File: config.mk
export PLATFORM = sky130hd
export DESIGN_NAME = sqd_cell
export DESIGN_NICKNAME = d
export VERILOG_FILES = /design/src/hdl/sqd_pkg.sv /design/src/hdl/sqd_cell.sv
export SDC_FILE = /design/constraint.sdc
export NUM_CORES = 1
export LEC_CHECK = 0
export ABC_AREA = 1
export BUFFER_PORTS_ARGS = -buffer_cell sky130_fd_sc_hd__buf_4
export CAP_MARGIN = 20
export CORE_UTILIZATION = 37
export DETAILED_ROUTE_END_ITERATION = 8
export PLACE_DENSITY = 0.62
export SYNTH_ARGS = -nofsm -noshare
export SYNTH_HDL_FRONTEND = slang
export SYNTH_SLANG_ARGS = --single-unit
File: constraint.sdc
create_clock -name aclk -period 3.4 [get_ports aclk]
set_input_delay 0.17 -clock aclk [delete_from_list [all_inputs] [get_ports aclk]]
set_output_delay 0.17 -clock aclk [all_outputs]
set_load 0.02 [all_outputs]
File: src/hdl/sqd_pkg.sv
// ============================================================================
// sqd_pkg - shared types and constants for the shortest-queue dispatcher
// Field widths, status and kind codes, the controller state type and the
// update command that the controller sends along the row of server cells.
// ============================================================================
package sqd_pkg;

    // Fixed field widths of the stream beats.
    localparam int ID_W      = 10;
    localparam int SRV_W     = 3;
    localparam int QSEL_W    = 3;
    localparam int STATUS_W  = 2;
    localparam int CFG_W     = 4;
    localparam int S_TDATA_W = 16;
    localparam int M_TDATA_W = 16;

    // Server index carried by an update command, and the width of a server count.
    localparam int IDX_W = 4;
    localparam int CNT_W = 5;

    localparam logic KIND_ARRIVAL   = 1'b0;
    localparam logic KIND_DEPARTURE = 1'b1;

    localparam logic [STATUS_W-1:0] STATUS_OK    = 2'd0;
    localparam logic [STATUS_W-1:0] STATUS_FULL  = 2'd1;
    localparam logic [STATUS_W-1:0] STATUS_EMPTY = 2'd2;

    localparam logic [CFG_W-1:0] NUM_SERVERS_RESET = 4'd8;

    typedef enum logic [2:0] {
        ST_IDLE,
        ST_SCAN,
        ST_DEPART,
        ST_READ,
        ST_RESULT
    } state_t;

    // Push appends one entry to a queue; pop removes its head.
    typedef struct packed {
        logic             valid;
        logic             pop;
        logic [IDX_W-1:0] idx;
    } upd_t;

endpackage

File: src/hdl/sqd_cell.sv
// ============================================================================
// sqd_cell - one server's queue bookkeeping
// Holds the head pointer and length of one queue, applies push and pop
// commands, and passes the shortest-queue search wave on to its neighbor.
// ============================================================================
module sqd_cell #(
    parameter int INDEX       = 0,
    parameter int SERVERS     = 8,
    parameter int QUEUE_DEPTH = 64
) (
    input  logic                                      aclk,
    input  logic                                      aresetn,
    input  sqd_pkg::upd_t                             upd,
    input  logic [sqd_pkg::CNT_W-1:0]                 active_cnt,
    input  logic                                      wave_in_valid,
    input  logic [(SERVERS > 1 ? $clog2(SERVERS) : 1)-1:0] wave_in_idx,
    input  logic [$clog2(QUEUE_DEPTH + 1)-1:0]        wave_in_len,
    output logic                                      wave_out_valid,
    output logic [(SERVERS > 1 ? $clog2(SERVERS) : 1)-1:0] wave_out_idx,
    output logic [$clog2(QUEUE_DEPTH + 1)-1:0]        wave_out_len,
    output logic [$clog2(QUEUE_DEPTH + 1)-1:0]        len_o,
    output logic [$clog2(QUEUE_DEPTH)-1:0]            head_o
);
    import sqd_pkg::*;

    localparam int SIW = (SERVERS > 1) ? $clog2(SERVERS) : 1;
    localparam int LW  = $clog2(QUEUE_DEPTH + 1);
    localparam int PW  = $clog2(QUEUE_DEPTH);

    logic [LW-1:0]  len_reg, len_next;
    logic [PW-1:0]  head_reg, head_next;
    logic           wave_valid_reg;
    logic [SIW-1:0] wave_idx_reg, wave_idx_next;
    logic [LW-1:0]  wave_len_reg, wave_len_next;
    logic           hit;
    logic           enabled;
    logic           take;

    assign hit     = upd.valid && (upd.idx == IDX_W'(INDEX));
    assign enabled = CNT_W'(INDEX) < active_cnt;
    // The first cell always claims the wave; later cells claim it only when
    // strictly shorter, so ties stay with the lower index.
    assign take    = enabled && ((INDEX == 0) || (len_reg < wave_in_len));

    always_comb begin
        len_next  = len_reg;
        head_next = head_reg;
        if (hit) begin
            if (upd.pop) begin
                len_next  = len_reg - LW'(1);
                head_next = (head_reg == PW'(QUEUE_DEPTH - 1)) ? '0 : head_reg + PW'(1);
            end else begin
                len_next = len_reg + LW'(1);
            end
        end
    end

    always_comb begin
        wave_idx_next = take ? SIW'(INDEX) : wave_in_idx;
        wave_len_next = take ? len_reg : wave_in_len;
    end

    always_ff @(posedge aclk) begin
        if (!aresetn) begin
            len_reg        <= '0;
            head_reg       <= '0;
            wave_valid_reg <= 1'b0;
        end else begin
            len_reg        <= len_next;
            head_reg       <= head_next;
            wave_valid_reg <= wave_in_valid;
        end
    end

    always_ff @(posedge aclk) begin
        wave_idx_reg <= wave_idx_next;
        wave_len_reg <= wave_len_next;
    end

    assign wave_out_valid = wave_valid_reg;
    assign wave_out_idx   = wave_idx_reg;
    assign wave_out_len   = wave_len_reg;
    assign len_o          = len_reg;
    assign head_o         = head_reg;

endmodule
Word-level counts from Yosys, hierarchy flattened:

Index checks and enable logic that the tools add are counted.

* output and inout bits: 24
* bits in read-only memories: 0
* bits of input ports: 24
* memories: 0
* latch bits: 0
* register bits: 24
* word-level logic and storage cells: 16
* RAM bits: 0

* $lt $le $gt $ge: 1
* div/mod/pow operators: 0
* eq/ne operators: 1
* mux-type cells: 3
* $add $sub $neg: 3
* reduce and logical (&&, ||, !) cells: 3
* $mul: 0
* shift-type cells: 0
* bitwise logic cells: 0

Operators by type and width (count)
* $mux W7: 2
* $add A7 B1 Y7 const B: 1
* $sub A7 B1 Y7 const B: 1
* $add A6 B1 Y6 const B: 1
* $eq A6 B6 Y1 const B: 1
* $mux W6: 1
* $lt A1 B5 Y1 const A: 1
* $logic_not A4 Y1: 1
* $reduce_and A2 Y1: 1
* $logic_and A1 B1 Y1: 1

Logic depth before layout (Yosys ltp):

Gate-level depths: netlist of the first run.

* word-level depth: 3
* gate-level depth with buffers: 10
* depth with buffers taken out: 10

Worst setup path before layout of the first run:

No wires, ideal clock.

* path type: reg-to-reg
* start: register len_reg[0] (netlist: len_o[0])
* end: register len_reg[4] (netlist: len_o[4])
* cell stages (with the launch flop): 11
* library setup time: 0.056 ns
* slack: 1.741 ns
* arrival time: 1.603 ns
* clock period less this slack: 1.659 ns
* data required time: 3.344 ns
* buffers on the path: 0
* cell sequence: dfxtp_1 > inv_1 > fa_1 > inv_1 > nand2_1 > nand2_1 > nand2_1 > or2_2 > nand3_1 > nand2_1 > inv_1

* word-level cells in the longest chain between the ends: 2
* elaborated cells on any way between the ends: 3
* classes of those cells: add/sub: 2; mux: 1

Ends and longest elaborated chain
* start, declared: line sqd_cell.sv:30 `logic [LW-1:0] len_reg, len_next;`
* start signal, assigned: line sqd_cell.sv:69 `len_reg <= len_next;`
* $add A7 B1 Y7 or $sub A7 B1 Y7 (tied branches): line sqd_cell.sv:53, sqd_cell.sv:50
* $mux W7 (*): line sqd_cell.sv:49 `if (upd.pop) begin`

Mark *: on every way between the ends. The rest lies on a longest branch, timed or not.
A chain may end at the register's enable or synchronous reset.

Worst setup path in the final report of the first run:

Ends and elaborated chain as after synthesis.

==> results.toml, run 1 <==
[floorplan]
rows = 20
core-area_sq_um = 3100
fp.dieH_microns = 59.7
initial_utilization_pct = 39.7
num_io_pins = 48
die_x_microns = 59.7
die_area_sq_um = 3570

[yosys]
synth_sequential_area_ratio_pct = 39.0
ys_ff_latch = 24
netlist_top_cells_area = "dfxtp_1 (39%), nand2_1 (9.1%), inv_1 (7.6%)"
netlist.area_leader.share_pct = 39.0
synth_area_per_cell_sq_um = 7.61
syn-cell-area_sq_um = 1230
synthDistinctLibCells = 25
synth_top_cell_by_area = "dfxtp_1"
synth_fp_nets = 193
synth_cells = 162
yosysWarningCount = 0

[cells_and_area]
fin_nets = 244
drive_gt1_share_pct = 30.7
diodes = 0
fillers = 323
areaGrowthSynthToFinish_pct = 37.0

[worst_setup_path]
critPathMaxStageDelay_ps = 440
worst_setup_path_start_kind = "flip-flop"
endpoint_kind = "flip-flop"
crit_slowest_cell = "fa_1"
cp_common_cell = "nand2_1"
crit_required_ps = 3680
critical_path_class = "reg2reg"
worstPathCellList = "inv_1 > fa_1 > inv_1 > nand2_1 > nand2_1 > nand2_1 > or2_2 > nand3_1 > nand2_1 > inv_1"
r2r_setup_slack_ps = 1750
crit_path_max_fanout = 4
cp.arrival_ps = 1930

[detailed_routing]
drt-total-wl_mm = 2.71
drtIter0Drc = 21
via_per_inst = 4.57
drc = 0
wl_per_cell_microns = 10.6
ant_nets = 0
first_pass_iters = 4
vias = 1169

[global_route]
track_usage_pct = 16.6
grt_pass1_wl_mm = 4.42
grt-ovfl-total = 0
grt_antenna_before_repair = 0
first_global_vias = 1113
grt_max_degree = 16

[sta]
skew_ps = 8.32
setup_viol = 0
finalCritPeriodShare_pct = 48.5
setup_tns_ps = 0
hold_viol = 0
drv_slew = 0
maxSlewHeadroom_pct = 83.8
tightest_slew_ps = 243
min_period_ps = 1650
timing.fmax_mhz = 606
rsz0062_at_grt = "no"

[clocking]
htree_num_levels = 1
cts_tree = "built"
clock_path_buffers = 2
ctsResizeCount = 0
clk_pin_slew_worst_paths_ps = 140
cts_buffers = 3
clock_latency_ps = 330
cts.sinks = 24
cts_root_buf = "clkbuf_4"

[run_status]
outcome = "complete, no violations"

[placement]
portBuffers = 47
gp_congestion = 0.798
hpwl_mm = 2.22

[power]
power_density_nw_per_um2 = 345
ir_drop_v = 0.000217
cellLeakagePower_nw = 0.867
power.total_uw = 582

[run]
maxCapViolCount = 0

[min_path]
hold_class = "in2reg"
-- layer usage --
metal / vias to the layer above / global-route usage (%) / part of all wire [%]
met5: - / 0 / 0
met4: 0 / 7.64 / 1.6
met3: 5 / 3.03 / 6.5
met2: 39 / 30.6 / 48
met1: 515 / 18.2 / 44
li1: 610 / - / -
-- final timing paths --
path,endpoint,startpoint,cells after the start
max,len_o[4]$_SDFFE_PN0P_,len_o[0]$_SDFFE_PN0P_,10
min,wave_out_idx[2]$_SDFF_PN0_,wave_in_idx[2],3
max reg2reg,len_o[4]$_SDFFE_PN0P_,len_o[0]$_SDFFE_PN0P_,10
min reg2reg,wave_out_len[6]$_DFF_P_,len_o[6]$_SDFFE_PN0P_,2
-- cells in the mapped netlist --
cell type / number
a21oi_1: 16
buf_6: 1
clkbuf_1: 1
dfxtp_1: 24
fa_1: 1
ha_1: 6
inv_1: 25
inv_2: 1
inv_4: 1
nand2_1: 30
nand2_2: 2
nand3_1: 13
nand3_4: 1
nand4_1: 3
nor2_1: 17
nor2_2: 2
nor2_4: 3
nor2_8: 1
nor3_2: 1
o211ai_1: 1
o21ai_0: 5
o21ai_2: 1
or2_2: 1
xnor2_1: 3
xor2_1: 2
-- worst max-delay path, delay by kind of cell (launching register included) --
family                     cells  cell delay [ps]
adders and majority gates      1              440
and+or+nand+nor                6              560
buffers and inverters          3              220
DFF                            1              380
-- where the power goes --
group / internal [mW] / switching, mW
registers: 0.287 / 0.00313
logic: 0.0387 / 0.0413
clock network: 0.119 / 0.0926
-- metrics by stage --
stage	cell area, sq um	utilization [%]	cells	hold WS [ps]	setup WS, ps
2_1_floorplan	1230	-	162	268	1740
3_3_place_gp	1630	52.4	251	350	1780
3_5_place_dp	1630	52.4	251	356	1740
4_1_cts	1680	54.1	255	2.22	1750
5_1_grt	1690	54.4	256	32.1	1610
6_report	1690	54.4	256	47.7	1750
-- cell usage in the layout, fill, tap and decap left out, drive strengths merged --
cell | Yosys | routed
nand3 | 14 | 14
or2 | 1 | 1
a21oi | 16 | 16
bufinv | 0 | 1
fa | 1 | 1
ha | 6 | 6
xnor2 | 3 | 3
nor3 | 1 | 1
nand2 | 32 | 32
xor2 | 2 | 2
inv | 27 | 27
dfxtp | 24 | 24
o211ai | 1 | 1
dlygate4sd3 | 0 | 1
nor2 | 23 | 23
buf | 1 | 47
o21ai | 6 | 6
clkbuf | 1 | 3
nand4 | 3 | 3
-- cell families (layout without fill, tap and decap cells) --
logic type / Yosys count / in the layout / synth area share, %
buf+inv: 29 / 79 / 9.64
xor+xnor: 5 / 5 / 3.55
simple gates: 74 / 74 / 30.3
fa+ha+maj: 7 / 7 / 7.72
flops: 24 / 24 / 39.0
compound gates: 23 / 23 / 9.85
-- flip-flops by register name, summed over array words and instances, names as in the netlist --
name	cells
wave_out_idx	3
len_o	7
wave_out_valid	1
head_o	6
wave_out_len	7
-- cell type report --
cell class	instances	area, sq um	area share (%)
timing repair buffer	48	363	21.5
clock inverter	1	30.0	1.78
inverter	27	104	6.15
clock buffer	3	22.5	1.33
multi-input combinational	109	633	37.5
sequential	24	480	28.5
tap	44	55.1	3.26
-- repair_timing --
action	in CTS	in global routing
hold buffers	0	1
buffers inserted	0	0
endpoints found under the hold margin	0	1
Power figures use the tool's default switching activity.
==> inputs of run 2 (changes only) <==
--- a/config.mk
+++ b/config.mk
@@ -10,7 +10,7 @@
 export CAP_MARGIN = 20
 export CORE_UTILIZATION = 37
 export DETAILED_ROUTE_END_ITERATION = 8
-export PLACE_DENSITY = 0.62
+export PLACE_DENSITY = 0.65
 export SYNTH_ARGS = -nofsm -noshare
 export SYNTH_HDL_FRONTEND = slang
 export SYNTH_SLANG_ARGS = --single-unit
==> constraint.sdc (replaced) <==
create_clock -name aclk -period 1.3 [get_ports aclk]
set_input_delay 0.065 -clock aclk [delete_from_list [all_inputs] [get_ports aclk]]
set_output_delay 0.065 -clock aclk [all_outputs]
set_load 0.02 [all_outputs]
==> run 2 against run 1 <==
Compared with the run above:
- the run now ends with setup timing left
- register-to-register slack worse by 1900 ps
- critical path depth unchanged
- global-route usage is 1.2 points higher
- setup slack got worse by 1900 ps
- utilization rose by 8.5 points
- critical path type unchanged
- largest cell class unchanged
==> results.toml, run 2 (same netlist as run 1, synthesis figures left out) <==
[placement]
gp_congestion = 0.811
hpwl_mm = 2.16
portBuffers = 47

[global_route]
grt_pass1_wl_mm = 4.79
first_global_vias = 1213
grt_antenna_before_repair = 0
grt_max_degree = 16
track_usage_pct = 17.8
grt-ovfl-total = 0

[detailed_routing]
drtIter0Drc = 55
wl_per_cell_microns = 11.1
ant_nets = 0
via_per_inst = 4.65
top_layer_used = "met4"
wl_met3_microns = 223
drc = 0
first_pass_iters = 4
wl_met1_mm = 1.24
drt-total-wl_mm = 3.09
dr_wl_met2_mm = 1.60
vias = 1303

[clocking]
cts_tree = "built"
clk_pin_slew_worst_paths_ps = 130
htree_num_levels = 1
cts_buffers = 3
clock_latency_ps = 310
cts_root_buf = "clkbuf_4"
clock_path_buffers = 2
cts.sinks = 24

[cells_and_area]
multiInputGateArea_sq_um = 707
drive_gt1_share_pct = 42.4
seq_area_sq_um = 490
diodes = 0
areaGrowthSynthToFinish_pct = 58.5
fin_nets = 268
final_cell_mix = "buf_4 (61), nand2_1 (25), inv_1 (22)"
final_common_cell = "buf_4"
postLayoutCoreUtil_pct = 62.9
fillers = 296

[worst_setup_path]
crit_required_ps = 1560
critPathMaxStageDelay_ps = 390
path_depth = 10
r2r_setup_slack_ps = -180
critical_path_class = "reg2reg"
startpoint = "len_o[1]$_SDFFE_PN0P_"
worst_setup_path_start_kind = "flip-flop"
endpoint_kind = "flip-flop"
timing.rr.start = "len_o[1]$_SDFFE_PN0P_"
worstPathCellList = "inv_4 > fa_2 > inv_2 > nand2_2 > nand2_2 > nand2_2 > or2_4 > nand3_2 > nand2_1 > inv_1"
path_delay_family = "simple AND/OR/NAND/NOR gates"
crit_slowest_cell = "dfxtp_4"
crit_end = "len_o[4]$_SDFFE_PN0P_"
cp_common_cell = "nand2_2"
crit_path_max_fanout = 3
cp.arrival_ps = 1750
worst_r2r_path_depth = 10
crit_buf_inv = 3
timing.rr.end = "len_o[4]$_SDFFE_PN0P_"

[sta]
tightest_slew_ps = 247
final.setup.worst_slack_ps = -183
maxSlewHeadroom_pct = 83.5
min_period_ps = 1480
skew_ps = 2.83
finalCritPeriodShare_pct = 114
setup_viol = 5
rsz0062_at_grt = "yes"
drv_slew = 0
timing.fmax_mhz = 674
setup_tns_ps = -369
hold_viol = 0

[power]
switching_share_pct = 26.0
p_seq_share_pct = 55.5
p_switching_uw = 354
p_int_mw = 1.01
cellLeakagePower_nw = 0.976
power_frac_comb_pct = 20.5
ir_drop_v = 0.000333
power.share.clock_pct = 24.0
power_density_nw_per_um2 = 697

[run]
maxCapViolCount = 0

[run_status]
outcome = "finished with violations"
violations = "setup timing"

[floorplan]
rows = 20
initial_utilization_pct = 39.7
die_area_sq_um = 3570
num_io_pins = 48
die_x_microns = 59.7
core-area_sq_um = 3100
fp.dieH_microns = 59.7

[min_path]
hold_class = "in2reg"
==> run 2: cell types whose count changed in the layout (fill, tap and decap cells not counted), moves of 4 or more <==
cell           delta
nand2_2           +5
dlygate4sd3_1    +10
nand2_1           -5
buf_4            +14
dfxtp_1           -4
==> run 2: layout make-up <==
cell class	count	area share [%]
Timing Repair Buffer	72	29.1
Multi-Input combinational cell	109	36.2
Sequential cell	24	25.1
Inverter	27	5.45
Clock inverter	1	0.192
Tap cell	44	2.82
Clock buffer	3	1.15
==> run 2: tightest hold or removal path, delay by kind of cell <==
kind | cells | cell delay, ps
buf+inv | 1 | 80
simple gates | 3 | 160
==> run 2: worst min path at each step <==
stage	startpoint	end	slack, ps	cells after the start
2_1_floorplan	wave_in_valid	wave_out_valid$_SDFF_PN0_	160	2
3_3_place_gp	wave_in_valid	wave_out_valid$_SDFF_PN0_	250	3
3_5_place_dp	wave_in_valid	wave_out_valid$_SDFF_PN0_	250	3
4_1_cts	aresetn	wave_out_valid$_SDFF_PN0_	10	3
5_1_grt	active_cnt[1]	wave_out_len[6]$_DFF_P_	10	4
6_report	active_cnt[1]	wave_out_len[6]$_DFF_P_	20	4
==> run 2: power groups by stage <==
stage | sequential (mW) | clock, mW | combinational (mW)
CTS | 0.755 | 0.350 | 0.264
floorplan | 0.792 | 0 | 0.0890
global placement | 0.771 | 0 | 0.227
global route | 0.758 | 0.373 | 0.304
finish | 0.756 | 0.326 | 0.279
detailed placement | 0.772 | 0 | 0.231
==> run 2: metal layers <==
layer	vias up	GRT usage (%)
met4	0	7.31
li1	665	-
met2	54	32.9
met1	580	19.7
met5	-	0
met3	4	3.68
==> run 2: through the flow <==
| step | setup WS [ps] | instances | cell area (sq um) | power, mW | hold slack, ps |
|---|---|---|---|---|---|
| 6_report | -183 | 280 | 1950 | 1.36 | 21.9 |
| 5_1_grt | -263 | 280 | 1950 | 1.44 | 10.6 |
| 4_1_cts | -110 | 279 | 1900 | 1.37 | 12.5 |
| 3_5_place_dp | -89.1 | 264 | 1740 | 1.00 | 253 |
| 3_3_place_gp | -63.9 | 264 | 1740 | 0.998 | 245 |
| 2_1_floorplan | -96.5 | 162 | 1250 | 0.881 | 163 |
==> run 2: what timing repair did <==
item | CTS | global route
endpoints found under the setup margin | 5 | 7
resized for setup | 5 | 13
hold buffers | 11 | 0
hold endpoints to repair | 11 | 0
setup buffers | 0 | 1
pin swaps | 5 | 6
==> inputs of run 3 (changes only) <==
--- a/config.mk
+++ b/config.mk
@@ -11,6 +11,7 @@
 export CORE_UTILIZATION = 37
 export DETAILED_ROUTE_END_ITERATION = 8
 export PLACE_DENSITY = 0.65
+export SETUP_SLACK_MARGIN = 0.15
 export SYNTH_ARGS = -nofsm -noshare
 export SYNTH_HDL_FRONTEND = slang
 export SYNTH_SLANG_ARGS = --single-unit
==> run 3 against run 2 <==
Compared with the run above:
- the flow still finishes with violations (setup timing)
- final area rose by 2.4%
- via count fell by 3.5%
- clock skew fell by 0.71 ps
- fmax rose by 4.9%
- setup slack improved by 69 ps
- register-to-register slack improved by 70 ps
- power rose by 15%
- critical path depth did not move
- cell count fell by 0.71%
- first-iteration DRC count fell by 65%
- sequential power barely moved
- critical endpoint unchanged
- largest cell class unchanged
- largest power group unchanged
==> results.toml, run 3 (same netlist as run 1, synthesis figures left out) <==
[sta]
skew_ps = 2.12
maxSlewHeadroom_pct = 82.9
timing.fmax_mhz = 707
hold_slack_ps = 17.8
tightest_slew_ps = 256
hold_viol = 0
rsz0062_at_grt = "yes"
min_period_ps = 1410
finalCritPeriodShare_pct = 109
final.setup.worst_slack_ps = -115
setup_viol = 5
setup_tns_ps = -451
drv_slew = 0

[clocking]
cts_root_buf = "clkbuf_4"
htree_num_levels = 1
cts.sinks = 24
clk_pin_slew_worst_paths_ps = 140
clock_path_buffers = 2
clock_latency_ps = 310
cts_buffers = 3
cts_tree = "built"

[run_status]
violations = "setup timing"
outcome = "finished with violations"

[floorplan]
die_x_microns = 59.7
die_area_sq_um = 3570
core-area_sq_um = 3100
num_io_pins = 48
rows = 20
fp.dieH_microns = 59.7
initial_utilization_pct = 39.7

[power]
power_density_nw_per_um2 = 785
cellLeakagePower_nw = 0.977
ir_drop_v = 0.000356
power.total_mw = 1.57

[worst_setup_path]
cp.arrival_ps = 1680
endpoint_kind = "flip-flop"
critical_path_class = "reg2reg"
crit_path_max_fanout = 2
worst_setup_path_start_kind = "flip-flop"
crit_required_ps = 1570
worst_r2r_path_depth = 10

[global_route]
grt_pass1_wl_mm = 4.86
first_global_vias = 1176
grt-ovfl-total = 0
track_usage_pct = 18.1
grt_antenna_before_repair = 0
grt_max_degree = 16

[cells_and_area]
areaGrowthSynthToFinish_pct = 62.3
final_common_cell = "buf_4"
final_cell_mix = "buf_4 (55), nand2_1 (25), inv_1 (22)"
drive_gt1_share_pct = 44.4
diodes = 0
fin_nets = 266

[placement]
gp_congestion = 0.799
portBuffers = 47
hpwl_mm = 2.08

[detailed_routing]
drc = 0
via_per_inst = 4.53
drtIter0Drc = 19
vias = 1258
first_pass_iters = 4
ant_nets = 0
drt-total-wl_mm = 3.07
wl_per_cell_microns = 11.0

[run]
maxCapViolCount = 0

[min_path]
min_path_cells = 4
hold_class = "in2reg"
==> run 3: cell types whose count changed in the layout (fill, tap and decap cells not counted) <==
cell / change
clkinv_1: -1
ha_1: -1
nand3_1: -2
buf_4: -6
dfxtp_4: +1
dfxtp_1: -3
dfxtp_2: +2
bufinv_16: +1
nand3_2: +2
buf_6: +4
xnor2_2: -1
ha_4: +1
xnor2_1: +1
==> run 3: report_power, final <==
group / internal (mW) / switching, mW
clock: 0.311 / 0.229
sequential: 0.747 / 0.00821
combinational: 0.144 / 0.131
==> run 3: area by class of cell <==
cell class | instances | area, sq um
fillers | 284 | 1100
multi-input cells | 109 | 722
repair buffers | 70 | 568
flip-flops and latches | 24 | 497
inverters | 27 | 106
well taps | 44 | 55.1
clock inverters | 1 | 30.0
clock buffers | 3 | 22.5
==> run 3: routing by layer <==
metal  routed length (microns)  track usage, %  up-vias
li1                          -               -      658
met1                      1290            20.5      560
met2                      1600            34.8       38
met3                       163            3.03        2
met4                        15            3.99        0
met5                         0               0        -
==> run 3: final timing paths <==
path	from	endpoint	slack [ps]
setup reg to reg	len_o[1]$_SDFFE_PN0P_	len_o[4]$_SDFFE_PN0P_	-110
setup / recovery	len_o[1]$_SDFFE_PN0P_	len_o[4]$_SDFFE_PN0P_	-110
hold / removal	active_cnt[0]	wave_out_len[3]$_DFF_P_	20
hold reg to reg	head_o[3]$_SDFFE_PN0P_	head_o[3]$_SDFFE_PN0P_	510
==> run 3: timing repair <==
item,4_1_cts,5_1_grt
pin swaps,6,3
gates resized for setup,10,13
buffers inserted,1,3
setup endpoints to repair,5,10
hold endpoints to repair,11,0
hold buffers,11,0
==> run 3: worst max-delay path, cell delays in order, from the launching register on <==
cell and delay, ps:
dfxtp_4 390, inv_4 40, fa_2 360, inv_2 60, nand2_2 40, nand2_2 70, nand2_2 50, or2_4 220
nand3_2 50, nand2_1 40, inv_1 40
==> run 3: metrics by stage <==
step | std cells | utilization, % | cell area [sq um] | worst slack, ps
3_3_place_gp | 259 | 55.4 | 1720 | -50.0
5_1_grt | 278 | 64.5 | 2000 | -204
4_1_cts | 275 | 62.7 | 1940 | -114
3_5_place_dp | 259 | 55.4 | 1720 | -75.9
6_report | 278 | 64.5 | 2000 | -115
2_1_floorplan | 162 | - | 1270 | -93.2
